`src/rtl/hilbert_golden_ratio_dither_top_assert.svh`:
```
// assertion macros for the dither top level
`ifndef HILBERT_GOLDEN_RATIO_DITHER_TOP_ASSERT_SVH
`define HILBERT_GOLDEN_RATIO_DITHER_TOP_ASSERT_SVH

// same-cycle implication, checked outside reset
`define HGRD_ASSERT_NOW(lbl, ante, cons) \
  lbl: assert property (@(posedge clk) disable iff (rst) (ante) |-> (cons)) \
    else $error("hgrd assertion failed");

// next-cycle implication, checked outside reset
`define HGRD_ASSERT_NEXT(lbl, ante, cons) \
  lbl: assert property (@(posedge clk) disable iff (rst) (ante) |=> (cons)) \
    else $error("hgrd assertion failed");

`endif

```
`src/rtl/hgrd_pkg.sv`:
```
package hgrd_pkg;

  localparam int LEVEL_BITS = 15;
  localparam int COORD_W    = 15;
  localparam int LVL_W      = 4;
  localparam int IDX_W      = 2 * LEVEL_BITS;
  localparam int MOD_BITS   = 17;
  localparam int CFG_W      = 4;
  localparam int DITHER_W   = 8;
  localparam int FRAC_W     = 32;

  localparam logic [FRAC_W-1:0]  PHI_Q32   = 32'h9E3779B9;
  localparam logic [FRAC_W-1:0]  HALF_Q32  = 32'h80000000;
  localparam logic [CFG_W-1:0]   GRID_RST  = 4'd8;

  typedef struct packed {
    logic [COORD_W-1:0] x;
    logic [COORD_W-1:0] y;
    logic [IDX_W-1:0]   idx;
  } cell_t;

  typedef struct packed {
    logic en;
    logic prod_valid;
    logic skid_valid;
  } mix_stat_t;

endpackage

```
`src/rtl/hgrd_in_if.sv`:
```
interface hgrd_in_if;
  logic                         valid;
  logic                         ready;
  logic [hgrd_pkg::COORD_W-1:0] pos_x;
  logic [hgrd_pkg::COORD_W-1:0] pos_y;

  modport source (output valid, output pos_x, output pos_y, input ready);
  modport sink (input valid, input pos_x, input pos_y, output ready);
endinterface

```
`src/rtl/hgrd_out_if.sv`:
```
interface hgrd_out_if;
  logic                          valid;
  logic                          ready;
  logic [hgrd_pkg::DITHER_W-1:0] dither_value;
  logic [hgrd_pkg::IDX_W-1:0]    curve_index;

  modport source (output valid, output dither_value, output curve_index, input ready);
  modport sink (input valid, input dither_value, input curve_index, output ready);
endinterface

```
`src/rtl/hgrd_cell.sv`:
```
module hgrd_cell (
  input  logic                         clk,
  input  logic                         rst,
  input  logic                         en,
  input  logic [hgrd_pkg::LVL_W-1:0]   lvl,
  input  logic [hgrd_pkg::COORD_W-1:0] wmax,
  input  logic                         valid_in,
  input  hgrd_pkg::cell_t              data_in,
  output logic                         valid_out,
  output hgrd_pkg::cell_t              data_out
);

  logic                         rx;
  logic                         ry;
  logic [1:0]                   quad;
  logic [hgrd_pkg::COORD_W-1:0] xr;
  logic [hgrd_pkg::COORD_W-1:0] yr;
  hgrd_pkg::cell_t              data_next;

  always_comb begin
    rx   = data_in.x[lvl];
    ry   = data_in.y[lvl];
    quad = {rx, rx ^ ry};
    xr   = rx ? (wmax - data_in.x) : data_in.x;
    yr   = rx ? (wmax - data_in.y) : data_in.y;
    data_next.idx = data_in.idx |
                    (hgrd_pkg::IDX_W'(quad) << {lvl, 1'b0});
    if (!ry) begin
      // reflect on the right half, then swap
      data_next.x = yr;
      data_next.y = xr;
    end else begin
      data_next.x = data_in.x;
      data_next.y = data_in.y;
    end
  end

  always_ff @(posedge clk) begin
    if (rst) begin
      valid_out <= 1'b0;
    end else if (en) begin
      valid_out <= valid_in;
    end
  end

  always_ff @(posedge clk) begin
    if (en) begin
      data_out <= data_next;
    end
  end

endmodule

```
`src/rtl/hgrd_mix.sv`:
```
module hgrd_mix (
  input  logic                 clk,
  input  logic                 rst,
  input  logic                 valid_in,
  input  hgrd_pkg::cell_t      data_in,
  output hgrd_pkg::mix_stat_t  stat,
  hgrd_out_if.source           dout
);

  logic                          prod_valid;
  logic [hgrd_pkg::DITHER_W-1:0] prod_dither;
  logic [hgrd_pkg::IDX_W-1:0]    prod_idx;
  logic                          skid_valid;
  logic [hgrd_pkg::DITHER_W-1:0] skid_dither;
  logic [hgrd_pkg::IDX_W-1:0]    skid_idx;
  logic                          en;
  logic [hgrd_pkg::FRAC_W-1:0]   frac_next;

  assign en = !skid_valid;

  // c = half + phi * (index mod 2^MOD_BITS), wrapped to 32 bits
  assign frac_next = hgrd_pkg::HALF_Q32 +
                     hgrd_pkg::PHI_Q32 *
                     hgrd_pkg::FRAC_W'(data_in.idx[hgrd_pkg::MOD_BITS-1:0]);

  always_ff @(posedge clk) begin
    if (rst) begin
      prod_valid <= 1'b0;
    end else if (en) begin
      prod_valid <= valid_in;
    end
  end

  always_ff @(posedge clk) begin
    if (en) begin
      prod_dither <= frac_next[hgrd_pkg::FRAC_W-1 -: hgrd_pkg::DITHER_W];
      prod_idx    <= data_in.idx;
    end
  end

  // skid catches the word in the product stage when the sink stalls
  always_ff @(posedge clk) begin
    if (rst) begin
      skid_valid <= 1'b0;
    end else if (skid_valid) begin
      if (dout.ready) begin
        skid_valid <= 1'b0;
      end
    end else if (prod_valid && !dout.ready) begin
      skid_valid <= 1'b1;
    end
  end

  always_ff @(posedge clk) begin
    if (!skid_valid) begin
      skid_dither <= prod_dither;
      skid_idx    <= prod_idx;
    end
  end

  assign dout.valid        = skid_valid || prod_valid;
  assign dout.dither_value = skid_valid ? skid_dither : prod_dither;
  assign dout.curve_index  = skid_valid ? skid_idx : prod_idx;

  assign stat.en         = en;
  assign stat.prod_valid = prod_valid;
  assign stat.skid_valid = skid_valid;

endmodule

```
`src/rtl/hilbert_golden_ratio_dither_top.sv`:
```
// throughput: one word per cycle while the output sink does not stall, set by a 15-cell chain (one cell per curve
//   level) followed by one multiply stage and an output skid register
// reset: rst synchronous, active high; clears all valid bits and loads the
//   grid log2 register with 8
module hilbert_golden_ratio_dither_top (
  input  logic                       clk,
  input  logic                       rst,
  hgrd_in_if.sink                    coord,
  hgrd_out_if.source                 dither,
  input  logic                       cfg_we,
  input  logic [hgrd_pkg::CFG_W-1:0] cfg_data
);

  localparam int N = hgrd_pkg::LEVEL_BITS;

  logic [hgrd_pkg::COORD_W-1:0] wmax;
  logic [hgrd_pkg::COORD_W:0]   wfull;
  logic [hgrd_pkg::CFG_W-1:0]   grid_log2;
  logic                         chain_valid [0:N];
  hgrd_pkg::cell_t              chain_data  [0:N];
  hgrd_pkg::mix_stat_t          stat;

  always_ff @(posedge clk) begin
    if (rst) begin
      grid_log2 <= hgrd_pkg::GRID_RST;
    end else if (cfg_we) begin
      grid_log2 <= cfg_data;
    end
  end

  // reflection point w - 1, only the coordinate bits matter
  assign wfull = ({{hgrd_pkg::COORD_W{1'b0}}, 1'b1} << grid_log2) -
                 {{hgrd_pkg::COORD_W{1'b0}}, 1'b1};
  assign wmax  = wfull[hgrd_pkg::COORD_W-1:0];

  assign coord.ready        = stat.en;
  assign chain_valid[0]     = coord.valid;
  assign chain_data[0].x    = coord.pos_x;
  assign chain_data[0].y    = coord.pos_y;
  assign chain_data[0].idx  = '0;

  // cell k handles the curve level N-1-k, top level first
  for (genvar k = 0; k < N; k++) begin : g_cell
    hgrd_cell u_cell (
      .clk       (clk),
      .rst       (rst),
      .en        (stat.en),
      .lvl       (hgrd_pkg::LVL_W'(N - 1 - k)),
      .wmax      (wmax),
      .valid_in  (chain_valid[k]),
      .data_in   (chain_data[k]),
      .valid_out (chain_valid[k+1]),
      .data_out  (chain_data[k+1])
    );
  end

  hgrd_mix u_mix (
    .clk      (clk),
    .rst      (rst),
    .valid_in (chain_valid[N]),
    .data_in  (chain_data[N]),
    .stat     (stat),
    .dout     (dither)
  );

`include "hilbert_golden_ratio_dither_top_assert.svh"

  `HGRD_ASSERT_NEXT(a_chain_to_mult, stat.en && chain_valid[N], stat.prod_valid)
  `HGRD_ASSERT_NEXT(a_frozen_holds, stat.prod_valid && !stat.en, stat.prod_valid)
  `HGRD_ASSERT_NEXT(a_skid_holds, stat.skid_valid && !dither.ready, stat.skid_valid)
  `HGRD_ASSERT_NOW(a_zero_index, dither.valid && (dither.curve_index == '0), dither.dither_value == 8'h80)

endmodule

```
`src/flat_wrapper.sv`:
```
// flat-port wrapper written by rule: the top's interface ports become plain ports
module hilbert_golden_ratio_dither_top_flat 
  (clk, rst, cfg_we, cfg_data, coord_valid, coord_pos_x, coord_pos_y, coord_ready, dither_valid, dither_dither_value, dither_curve_index, dither_ready);
  hgrd_in_if coord_i ();
  hgrd_out_if dither_i ();
  input  logic clk;
  input  logic rst;
  input  logic cfg_we;
  input  logic [hgrd_pkg::CFG_W-1:0] cfg_data;
  input wire logic [$bits(coord_i.valid)-1:0] coord_valid;
  input wire logic [$bits(coord_i.pos_x)-1:0] coord_pos_x;
  input wire logic [$bits(coord_i.pos_y)-1:0] coord_pos_y;
  output wire logic [$bits(coord_i.ready)-1:0] coord_ready;
  output wire logic [$bits(dither_i.valid)-1:0] dither_valid;
  output wire logic [$bits(dither_i.dither_value)-1:0] dither_dither_value;
  output wire logic [$bits(dither_i.curve_index)-1:0] dither_curve_index;
  input wire logic [$bits(dither_i.ready)-1:0] dither_ready;
  assign coord_i.valid = coord_valid;
  assign coord_i.pos_x = coord_pos_x;
  assign coord_i.pos_y = coord_pos_y;
  assign coord_ready = coord_i.ready;
  assign dither_valid = dither_i.valid;
  assign dither_dither_value = dither_i.dither_value;
  assign dither_curve_index = dither_i.curve_index;
  assign dither_i.ready = dither_ready;
  hilbert_golden_ratio_dither_top u_core (.clk(clk), .rst(rst), .coord(coord_i), .dither(dither_i), .cfg_we(cfg_we), .cfg_data(cfg_data));
endmodule
```
`config.mk`:
```
export PLATFORM = sky130hd
export DESIGN_NAME = hilbert_golden_ratio_dither_top_flat
export DESIGN_NICKNAME = d
export VERILOG_FILES = /design/src/rtl/hgrd_pkg.sv /design/src/rtl/hgrd_in_if.sv /design/src/rtl/hgrd_out_if.sv /design/src/rtl/hgrd_cell.sv /design/src/rtl/hgrd_mix.sv /design/src/rtl/hilbert_golden_ratio_dither_top.sv /design/src/flat_wrapper.sv
export VERILOG_INCLUDE_DIRS = /design/src /design/src/rtl
export SDC_FILE = /design/constraint.sdc
export NUM_CORES = 2
export LEC_CHECK = 0
export ABC_AREA = 1
export BUFFER_PORTS_ARGS = -buffer_cell sky130_fd_sc_hd__clkbuf_2
export CAP_MARGIN = 30
export CORE_UTILIZATION = 40
export CTS_BUF_LIST = sky130_fd_sc_hd__clkbuf_2 sky130_fd_sc_hd__clkbuf_4 sky130_fd_sc_hd__clkbuf_8
export DETAILED_ROUTE_END_ITERATION = 12
export HOLD_SLACK_MARGIN = 0.06
export PLACE_DENSITY = 0.66
export SLEW_MARGIN = 20
export SYNTH_ARGS = -nofsm -noshare
export SYNTH_HDL_FRONTEND = slang
export SYNTH_SLANG_ARGS = --single-unit
export TNS_END_PERCENT = 50
```
`constraint.sdc`:
```
create_clock -name clk -period 22.7 [get_ports clk]
set_input_delay 3.405 -clock clk [delete_from_list [all_inputs] [get_ports clk]]
set_output_delay 3.405 -clock clk [all_outputs]
set_load 0.1 [all_outputs]
```
==> flow_metrics.env <==
export IMPL_ys_top_cells_by_area="edfxtp_1, ha_1, fa_1"
export IMPL_synth_edf_count=488
export IMPL_status="finished, final reports clean"
export IMPL_hp_start="u_core.g_cell[7].u_cell.data_out[23]"
export IMPL_holdPathEnd="u_core.g_cell[8].u_cell.data_out[23]"
export IMPL_layout_commonest_cell="nand2_1"
export IMPL_drc=0
export IMPL_ys_flop_type="edfxtp_1"
export IMPL_rr_endpoint="u_core.u_mix.prod_dither[7]"
export IMPL_stdcell_count=5240
export IMPL_finClkSkew_ps=27.5
export IMPL_cap_violations=0
export IMPL_final_cell_mix="nand2_1, inv_1, edfxtp_1"
export IMPL_worstMarginPinSlew_ps=906
export IMPL_min_path_type="reg -> reg"
export IMPL_post_cts_setup_buffer_count=0
export IMPL_hold_depth=0
export IMPL_setup_tns_ps=0
export IMPL_firstDrtPassIters=5
export IMPL_clk_pin_slew_ps=60
export IMPL_syn_area_um2=36100
export IMPL_required_ps=19300
export IMPL_grt_pass1_wl_um=134000
export IMPL_via_count=26400
export IMPL_pin_count=79
export IMPL_max_freq_mhz=138
export IMPL_die_area_um2=91500
export IMPL_post_place_ws_ps=16100
export IMPL_wl_met3_um=4310
export IMPL_place_area_um2=37800
export IMPL_rr_worst_depth=20
export IMPL_drt_iter0_drc=2047
export IMPL_cts_made_buffers=95
export IMPL_clock_sinks=547
export IMPL_worst_r2r_setup_slack_ps=16830
export IMPL_post_route_cell_area_um2=39800
export IMPL_layout_drive_gt1_share_pct=6.90
export IMPL_start_util_pct=40.6
export IMPL_fp_coreArea_um2=88900
export IMPL_rsz0062_at_grt="no"
export IMPL_routed_wl_met2_um=40500
export IMPL_top_layer="met4"
export IMPL_num_fill_cells=8541
export IMPL_synth_top_area_share_pct=40.6
export IMPL_dp_cells=5063
export IMPL_clock_latency_ps=720
export IMPL_fin_crit_sh_pct=31.8
export IMPL_post_dp_hpwl_um=63600
export IMPL_cts_tree="yes"
export IMPL_grt_usage_pct=18.7
export IMPL_htreeDepth=3
export IMPL_hold_viol=0
export IMPL_end_kind="output pin"
export IMPL_critPathLaunchType="register"
export IMPL_cts_max_path_buffers=3
export IMPL_final_net_count=4503
export IMPL_gp_congestion=0.943
export IMPL_yosysWarnings=0
export IMPL_area_delta_synth_final_pct=10.3
export IMPL_async_flop_share_pct=0
export IMPL_die_h_um=303
export IMPL_arrival_ps=3820
export IMPL_fin_ws_ps=15470
export IMPL_grt_ovfl_total=0
export IMPL_via_per_inst=5.04
export IMPL_ys_ff_latch=547
export IMPL_ctsResizeCount=0
export IMPL_synth_fp_nets=4377
export IMPL_ys_types=48
export IMPL_dieWidth_um=303
export IMPL_rr_startpoint="u_core.g_cell[14].u_cell.data_out[5]"
export IMPL_netlist_instances=3871
export IMPL_drv_slew=0
export IMPL_synth_seq_area_share_pct=43.8
export IMPL_relSlewSlack_pct=39.4
export IMPL_routed_wl_um=84200
export IMPL_routedLengthMet1_um=37000
export IMPL_hold_buffers=0
export IMPL_grt_start_max_net_pins=123
export IMPL_cts_root_buf="clkbuf_8"
export IMPL_wl_per_cell_um=16.1
export IMPL_cp_max_fo=122
export IMPL_antenna_found_initial=1
export IMPL_critPathKind="reg -> out"
export IMPL_syn_area_per_cell_um2=9.33
export IMPL_grt_pass1_vias=25700
export IMPL_io_buffers=78
export IMPL_rows=109
export IMPL_yosys_area_top_type="edfxtp_1"
export IMPL_ant_nets=0
export IMPL_fin_crit_ps=7230
export IMPL_setup_violations=0
synthesized netlist by cell type, drive strengths merged (3+ instances only):
library cell  number
nand3b             6
o22ai             15
or2                4
ha               288
dfxtp             59
o21bai            27
nor3              22
a21oi            244
nand4             39
clkbuf            52
nor4               3
a221oi            28
o21ai            218
xnor2             29
xor2              62
nor2             199
nand3            160
edfxtp           488
clkinv             3
inv              758
fa               179
a21boi             3
o211ai            26
nand2            812
a31oi             20
a211oi             3
a21o              12
and2               3
o21a               8
buf               15
o221ai            13
a22oi             67
routing by layer:
layer	GRT usage [%]	vias up
li1	-	13200
met2	31.5	651
met1	24.3	12400
met5	0	-
met3	3.01	151
met4	6.56	0
logic make-up (layout without fill, tap and decap cells):
family,count (synthesis),in the layout,share of synthesized area (%)
compound gates,686,686,11.1
xor+xnor,91,91,2.23
fa+ha+maj,467,467,19.9
buf+inv,828,1031,8.68
flops,547,547,43.8
other cells,0,1,0
simple gates,1252,1252,14.3
state kept, by name, summed over array words and instances (netlist names):
signal / count
u_core.u_mix.skid_dither: 8
u_core.g_cell.u_cell.data_out: 450
u_core.u_mix.prod_valid: 1
u_core.g_cell.u_cell.valid_out: 15
u_core.u_mix.skid_valid: 1
u_core.u_mix.prod_dither: 8
u_core.grid_log2: 4
u_core.u_mix.prod_idx: 30
u_core.u_mix.skid_idx: 30
final cells by class:
type | instances | area (µm²) | area share (%)
antenna | 1 | 2.50 | 0.00628
clock buffer | 134 | 1630 | 4.08
clock inverter | 40 | 342 | 0.857
inverter | 761 | 2860 | 7.19
multi-input combinational | 2496 | 17200 | 43.1
sequential | 547 | 15800 | 39.8
tap | 1165 | 1460 | 3.66
timing repair buffer | 96 | 546 | 1.37
worst max path at each step:
stage	start	endpoint	slack (ps)	cells after the start
floorplan	u_core.u_mix.skid_valid	dither_curve_index[27]	3230	4
global placement	u_core.u_mix.skid_valid	coord_ready	16130	4
detailed placement	u_core.u_mix.skid_valid	coord_ready	16100	4
CTS	u_core.u_mix.skid_valid	coord_ready	15310	4
global route	u_core.u_mix.skid_valid	coord_ready	15140	4
finish	u_core.u_mix.skid_valid	coord_ready	15470	4
worst max-delay path, cell delays in order (launching register included):
cell and delay [ps]:
dfxtp_2 350, inv_8 490, buf_4 690, buf_4 800, clkbuf_2 590
per-stage QoR:
| stage | hold slack [ps] | utilization [%] |
|---|---|---|
| floorplan | 400 | - |
| global placement | 401 | 42.5 |
| detailed placement | 405 | 42.5 |
| CTS | 403 | 44.8 |
| global route | 413 | 44.8 |
| finish | 409 | 44.8 |
Power is left out: the tool's default activity adds up to more than one toggle a clock period on the data nets, which glitch-free logic cannot reach.
